File: config.mk
export PLATFORM = sky130hd
export DESIGN_NAME = hdlc_deframer_crc16_check
export DESIGN_NICKNAME = d
export VERILOG_FILES = /design/src/rtl/core/hdlc_pkg.sv /design/src/rtl/core/hdlc_deframer_crc16_check.sv
export SDC_FILE = /design/constraint.sdc
export NUM_CORES = 1
export LEC_CHECK = 0
export BUFFER_PORTS_ARGS = -buffer_cell sky130_fd_sc_hd__buf_2
export CAP_MARGIN = 30
export CORE_UTILIZATION = 49
export DETAILED_ROUTE_END_ITERATION = 12
export PLACE_DENSITY = 0.66
export SKIP_CTS_REPAIR_TIMING = 1
export SYNTH_ARGS = -nofsm -noshare
export SYNTH_HDL_FRONTEND = slang
export SYNTH_SLANG_ARGS = --single-unit
File: constraint.sdc
create_clock -name clk -period 8.06 [get_ports clk]
set_input_delay 0.806 -clock clk [delete_from_list [all_inputs] [get_ports clk]]
set_output_delay 0.806 -clock clk [all_outputs]
set_load 0.1 [all_outputs]
File: src/rtl/core/hdlc_pkg.sv
// Shared types, constants and CRC helper for the HDLC deframer.
// No dependencies; used by hdlc_deframer_crc16_check.
package hdlc_pkg;

    localparam logic [7:0] FLAG_BYTE       = 8'h7E;
    localparam logic [7:0] ESC_BYTE        = 8'h7D;
    localparam logic [7:0] ESC_FLAG_CODE   = 8'h5E;
    localparam logic [7:0] ESC_ESC_CODE    = 8'h5D;
    localparam logic [7:0] MAX_LEN_DEFAULT = 8'd60;

    // result slots produced per input byte, and output queue depth
    localparam int RES_SLOTS  = 3;
    localparam int QUEUE_SIZE = 4;
    localparam int QPTR_W     = 2;
    localparam int QCNT_W     = 3;
    localparam int KCNT_W     = 2;

    localparam int TDATA_W = 24;

    typedef enum logic
    {
        KIND_BYTE   = 1'b0,
        KIND_STATUS = 1'b1
    } item_kind_t;

    typedef struct packed
    {
        logic        in_frame;
        logic [7:0]  prev_raw;
        logic        held_valid;
        logic [7:0]  held_byte;
        logic [7:0]  tw0;        // older trailer byte
        logic [7:0]  tw1;        // newer trailer byte
        logic [7:0]  byte_count;
        logic [15:0] crc;
    } dfr_state_t;

    typedef struct packed
    {
        item_kind_t  kind;
        logic [7:0]  frame_byte;
        logic [7:0]  frame_length;
        logic        crc_ok;
        logic        truncated;
        logic        last;
    } result_t;

    // byte-wise CRC-CCITT (poly 0x1021)
    function automatic logic [15:0] crc_step(input logic [15:0] c, input logic [7:0] b);
        logic [15:0] x;
        x = {c[7:0], c[15:8]} ^ {8'h00, b};
        x = x ^ {12'h000, x[7:4]};
        x = x ^ {x[3:0], 12'h000};
        x = x ^ {3'b000, x[7:0], 5'b00000};
        return x;
    endfunction

    // held byte becomes final: oldest trailer byte moves into the CRC
    function automatic dfr_state_t finalize_held(input dfr_state_t s);
        dfr_state_t n;
        logic [7:0] done_before;
        n = s;
        done_before = s.byte_count - 8'd1;
        if (done_before >= 8'd2)
        begin
            n.crc = crc_step(s.crc, s.tw0);
        end
        n.tw0        = s.tw1;
        n.tw1        = s.held_byte;
        n.held_valid = 1'b0;
        return n;
    endfunction

endpackage

File: src/rtl/core/hdlc_deframer_crc16_check.sv
// HDLC byte deframer with CRC-CCITT check, top level.
// Depends on hdlc_pkg (types, constants, crc_step, finalize_held).

// One raw byte per input beat. A non-flag byte after a 0x7E flag opens a
// frame; 7D 5E and 7D 5D inside a frame fold back into 7E and 7D. Each frame
// byte leaves one beat late (tuser = 0), once the next raw byte shows it is
// final. A flag, or reaching max_frame_length (truncated), closes the frame
// with a status beat (tuser = 1) that carries length and crc_ok: CRC-CCITT,
// init 0, over all but the last two bytes, which hold the CRC little-endian.
// A closing flag also opens the next frame. tlast marks the final output beat
// caused by one input byte. Timing: all decoding and the CRC update happen in
// the accept cycle into a 4-entry output queue. One input byte per clock is
// taken while the queue holds at most one beat (s_tready high). One input
// byte yields 0 to 3 output beats; the output drains one beat per clock
// while m_tready is high, so the rate is 1 byte/clock while each byte yields
// at most one beat. Configuration: write cfg_wdata with cfg_wen while idle.
module hdlc_deframer_crc16_check
(
    input  logic                         clk,
    input  logic                         rst_n,
    // config register
    input  logic                         cfg_wen,
    input  logic [7:0]                   cfg_wdata,   // max_frame_length
    // input stream
    input  logic                         s_tvalid,
    output logic                         s_tready,
    input  logic [7:0]                   s_tdata,     // [7:0] rx_byte
    // output stream
    output logic                         m_tvalid,
    input  logic                         m_tready,
    output logic [hdlc_pkg::TDATA_W-1:0] m_tdata,     // [7:0] frame_byte,
                                                      // [15:8] frame_length,
                                                      // [16] crc_ok,
                                                      // [17] truncated, rest 0
    output logic [0:0]                   m_tuser,     // [0] item_kind
    output logic                         m_tlast      // last beat for this byte
);
    import hdlc_pkg::*;

    logic [7:0]  max_len_reg;
    dfr_state_t  st_reg;
    dfr_state_t  st_next;

    // output queue
    result_t                q_reg [QUEUE_SIZE];
    logic [QPTR_W-1:0]      wr_ptr_reg;
    logic [QPTR_W-1:0]      rd_ptr_reg;
    logic [QCNT_W-1:0]      q_cnt_reg;

    result_t                res [RES_SLOTS];
    logic [KCNT_W-1:0]      res_cnt;

    logic                   in_beat;
    logic                   out_beat;
    logic [7:0]             b;

    assign b        = s_tdata;
    assign s_tready = (q_cnt_reg <= QCNT_W'(1));
    assign in_beat  = s_tvalid & s_tready;
    assign m_tvalid = (q_cnt_reg != '0);
    assign out_beat = m_tvalid & m_tready;

    // ---------------------------------------------------------------
    // Decode of one raw byte: state update and up to three results
    // ---------------------------------------------------------------
    always_comb
    begin
        dfr_state_t s;
        logic       do_close;
        logic       trunc;
        logic       ok;

        s        = st_reg;
        res_cnt  = '0;
        do_close = 1'b0;
        trunc    = 1'b0;
        ok       = 1'b0;
        for (int i = 0; i < RES_SLOTS; i++)
        begin
            res[i] = '{kind: KIND_BYTE, frame_byte: 8'h00, frame_length: 8'h00,
                       crc_ok: 1'b0, truncated: 1'b0, last: 1'b0};
        end

        if (s.in_frame)
        begin
            if (b == FLAG_BYTE)
            begin
                do_close = 1'b1;
            end
            else
            begin
                if (s.prev_raw == ESC_BYTE && (b == ESC_FLAG_CODE || b == ESC_ESC_CODE))
                begin
                    // escaped byte rewrites the pending one
                    s.held_byte  = (b == ESC_FLAG_CODE) ? FLAG_BYTE : ESC_BYTE;
                    s.held_valid = 1'b1;
                end
                else
                begin
                    if (s.held_valid)
                    begin
                        res[res_cnt].frame_byte = s.held_byte;
                        res_cnt = res_cnt + KCNT_W'(1);
                        s = finalize_held(s);
                    end
                    s.held_byte  = b;
                    s.held_valid = 1'b1;
                    s.byte_count = s.byte_count + 8'd1;
                end
                if (s.byte_count >= max_len_reg)
                begin
                    do_close = 1'b1;
                    trunc    = 1'b1;
                end
            end
        end
        else if (s.prev_raw == FLAG_BYTE && b != FLAG_BYTE)
        begin
            s.in_frame   = 1'b1;
            s.held_byte  = b;
            s.held_valid = 1'b1;
            s.byte_count = 8'd1;
            s.crc        = 16'h0000;
            if (8'd1 >= max_len_reg)
            begin
                do_close = 1'b1;
                trunc    = 1'b1;
            end
        end

        if (do_close)
        begin
            if (s.held_valid)
            begin
                res[res_cnt].frame_byte = s.held_byte;
                res_cnt = res_cnt + KCNT_W'(1);
                s = finalize_held(s);
            end
            ok = (s.byte_count >= 8'd2) && (s.crc == {s.tw1, s.tw0});
            res[res_cnt].kind         = KIND_STATUS;
            res[res_cnt].frame_length = s.byte_count;
            res[res_cnt].crc_ok       = ok;
            res[res_cnt].truncated    = trunc;
            res_cnt = res_cnt + KCNT_W'(1);
            s.in_frame   = 1'b0;
            s.held_valid = 1'b0;
        end

        for (int i = 0; i < RES_SLOTS; i++)
        begin
            res[i].last = (KCNT_W'(i) == res_cnt - KCNT_W'(1));
        end

        s.prev_raw = b;
        st_next    = s;
    end

    // ---------------------------------------------------------------
    // Registers
    // ---------------------------------------------------------------
    always_ff @(posedge clk or negedge rst_n)
    begin
        if (!rst_n)
        begin
            max_len_reg <= MAX_LEN_DEFAULT;
            st_reg      <= '0;
        end
        else
        begin
            if (cfg_wen)
            begin
                max_len_reg <= cfg_wdata;
            end
            if (in_beat)
            begin
                st_reg <= st_next;
            end
        end
    end

    // queue pointers and fill count
    always_ff @(posedge clk or negedge rst_n)
    begin
        if (!rst_n)
        begin
            wr_ptr_reg <= '0;
            rd_ptr_reg <= '0;
            q_cnt_reg  <= '0;
        end
        else
        begin
            if (in_beat)
            begin
                wr_ptr_reg <= wr_ptr_reg + QPTR_W'(res_cnt);
            end
            if (out_beat)
            begin
                rd_ptr_reg <= rd_ptr_reg + QPTR_W'(1);
            end
            q_cnt_reg <= q_cnt_reg
                         + (in_beat ? QCNT_W'(res_cnt) : QCNT_W'(0))
                         - (out_beat ? QCNT_W'(1) : QCNT_W'(0));
        end
    end

    // queue payload: each entry takes the result at its offset from wr_ptr
    always_ff @(posedge clk)
    begin
        for (int i = 0; i < QUEUE_SIZE; i++)
        begin
            logic [QPTR_W-1:0] off;
            off = QPTR_W'(i) - wr_ptr_reg;
            if (in_beat && ({1'b0, off} < {1'b0, res_cnt}))
            begin
                q_reg[i] <= res[off];
            end
        end
    end

    result_t head;
    assign head    = q_reg[rd_ptr_reg];
    assign m_tdata = {6'b000000, head.truncated, head.crc_ok,
                      head.frame_length, head.frame_byte};
    assign m_tuser = head.kind;
    assign m_tlast = head.last;

    // ---------------------------------------------------------------
    // Assertions
    // ---------------------------------------------------------------
    a_q_bound: assert property (@(posedge clk) disable iff (!rst_n)
        q_cnt_reg <= QCNT_W'(QUEUE_SIZE))
        else $error("output queue overflow");

    a_status_last: assert property (@(posedge clk) disable iff (!rst_n)
        (m_tvalid && m_tuser[0]) |-> m_tlast)
        else $error("status beat not last for its input byte");

    a_byte_no_len: assert property (@(posedge clk) disable iff (!rst_n)
        (m_tvalid && !m_tuser[0]) |-> (m_tdata[17:8] == 10'd0))
        else $error("frame byte beat carries status fields");

    a_held_in_frame: assert property (@(posedge clk) disable iff (!rst_n)
        st_reg.held_valid |-> st_reg.in_frame)
        else $error("pending byte outside a frame");

endmodule

==> impl_metrics.ini <==
[status]
status = finished clean

[cts]
root_buffer = clkbuf_16
clk_latency_ns = 0.43
clock_path_buffers = 2
h-tree-depth = 4
cts_made_buffers = 17
cts.clk_slew.worst_paths_ns = 0.07
cts.sinks = 153
tritoncts = done

[power]
p_per_area_nw_per_um2 = 246
leakage_nw = 4.55
fin_total_pwr_mw = 2.78
irDropWorstVdd_mv = 0.161

[cells_and_area]
area_delta_synth_final_pct = 9.88
mostFrequentLayoutCell = nand2_1
fin_nets = 1146
fin_area_um2 = 11300
largest_reg_flops = 80
multi_input_area_um2 = 5650
stdcell_count = 1382
antenna_cells = 0
mostFrequentLayoutCells = nand2_1 (124), nor2_1 (120), o21ai_0 (89), edfxtp_1 (80), dfrtp_1 (69)
layout-drive-gt1-share = 0.140
regArea_um2 = 4230
fillers = 1805
post-route-util = 0.554

[floorplan]
start_util = 0.505
rows = 52
die_y_um = 147
placeableCoreArea_um2 = 20400
ios = 49
dieArea_um2 = 21600
die_x_um = 147

[critical_path]
startpoint = s_tdata[5]
crit_fanout = 45
r2r_setup_slack_ns = 2.07
reg2reg_to = q_cnt_reg[2]$_DFF_PN0_
cp-end-kind = flop
r2r-start = st_reg[50]$_DFFE_PN0P_
critPathRequiredTime_ns = 8.38
crit_arrival_ns = 6.42
cp-start-kind = input pin
reg2regPathDepth = 23
critPathKind = in -> reg

[logic_synthesis]
yosysWarnings = 0
ys_ff_latch = 153
syn_inst = 1086
syn_area_per_cell_um2 = 9.49
syn_area_um2 = 10300
synth_cell_types = 90
yosysSeqAreaShare = 0.411
synth-edff-count = 80
postSynth.asyncResetShare = 0.477
synthFlopType = edfxtp_1

[placement]
place.gp.congestion = 0.916
io_buffers = 42
dp.final_hpwl_um = 21000
postPlaceCellArea_um2 = 10800
place_inst = 1349

[sta]
tightest_slew_ns = 1.03
rsz0062_at_grt = no
finClkSkew_ns = 0.0113
period_share = 0.756
period_needed_ns = 6.09
setup_violations = 0
fin_setup_tns_ns = 0
relSlewSlack = 0.314
slew_viol_final = 0
clock.fmax_ghz = 0.164
final_hold_viol_count = 0

[grt]
grt_pass1_vias = 8198
grt_usage = 0.285
grt_max_degree = 76
grt_pass1_wl_um = 47000
antenna_found_initial = 0
overflow = 0

[detailed_routing]
wl_um = 29600
drtPass1Iterations = 6
ant_nets = 0
drcViolationCount = 0
dr.first_iter.drc_count = 1002
vias = 8707
route.detailed.wl_per_inst_um = 21.4
viasPerCell = 6.30

[flow_run]
cap_violations = 0

[min_path]
hp-class = in -> async
==> synthesized netlist by cell type (all sizes together) (5+ instances only) <==
cell type  number  area share
inv            36       0.013
dfrtp          69        0.17
o211ai         10      0.0086
xnor3           6       0.013
a211oi          5      0.0053
and3            9      0.0055
nand2b          6      0.0036
or3            13      0.0079
nor4           13      0.0085
a21o           12      0.0087
edfxtp         80        0.23
or4             6      0.0051
nand3          18      0.0087
mux2i          22       0.022
xnor2          48       0.044
a21oi          60       0.030
nor2          123       0.045
o221ai          8      0.0068
nand4           7      0.0042
nor3           23       0.012
o22ai          32       0.019
and2            9      0.0055
nand2         126       0.046
mux4           20       0.044
o21ai          91       0.044
mux2            7      0.0076
buf            19       0.010
o31ai          11      0.0080
ha             23       0.028
xor2           28       0.024
clkbuf         55       0.020
==> per-layer routing <==
metal  routed length, um  global-route usage  up-vias
met1               12400               0.384     4208
met5                   0                   0        -
met4                1470               0.135        0
met3                2060              0.0447       93
met2               13700               0.451      422
li1                    -                   -     3984
==> layout make-up <==
class,count,share of cell area
clock buffer,19,0.0382
inverter,38,0.0126
sequential,153,0.374
timing repair buffer,63,0.0345
clock inverter,13,0.0118
multi-input combinational,826,0.499
tap,270,0.0298
==> through the flow <==
step | worst slack, ns | hold WS [ns]
5_1_grt | 1.67 | 0.289
3_3_place_gp | 1.49 | 0.466
2_1_floorplan | 1.09 | 0.445
4_1_cts | 1.99 | 0.273
6_report | 1.97 | 0.266
3_5_place_dp | 1.55 | 0.477
==> power by group <==
group / internal [mW] / switching, mW
logic: 0.303 / 0.731
clock network: 0.435 / 0.359
registers: 0.874 / 0.0803
total: 1.61 / 1.17
==> kinds of logic (layout without fill, tap and decap cells) <==
| group | after synthesis | after routing | share of synthesized area |
|---|---|---|---|
| adders and majority gates | 26 | 26 | 0.0337 |
| other | 1 | 6 | 0.000364 |
| AOI/OAI and AO/OA | 288 | 288 | 0.186 |
| and+or+nand+nor | 373 | 373 | 0.167 |
| DFF | 153 | 153 | 0.411 |
| muxes | 49 | 49 | 0.0731 |
| buffers and inverters | 112 | 133 | 0.0442 |
| xor gates and xnor gates | 84 | 84 | 0.0852 |
==> critical path: stages <==
cell	delay, ns
buf_2	0.14
or3b_1	0.38
or4_4	0.55
nor2_1	0.38
mux2_2	0.39
ha_1	0.27
a21o_1	0.16
a21o_1	0.18
a21o_1	0.17
a21o_1	0.17
a21o_1	0.20
a2111oi_0	0.41
buf_4	0.21
or2_2	0.10
buf_4	0.40
o21ai_0	0.27
nand2_1	0.12
ha_1	0.22
inv_1	0.05
ha_1	0.12
inv_1	0.04
fa_1	0.37
xor2_1	0.16
xnor2_1	0.12
==> worst max path at each step <==
stage	endpoint	slack (ns)
final	q_cnt_reg[2]$_DFF_PN0_	1.97
after global placement	q_reg[3][8]$_DFFE_PP_	1.49
after detailed placement	q_cnt_reg[2]$_DFF_PN0_	1.55
after global routing	q_cnt_reg[2]$_DFF_PN0_	1.67
after CTS	q_cnt_reg[2]$_DFF_PN0_	1.99
after floorplan	q_reg[0][0]$_DFFE_PP_	1.09
(Power assumes the default switching activity.)
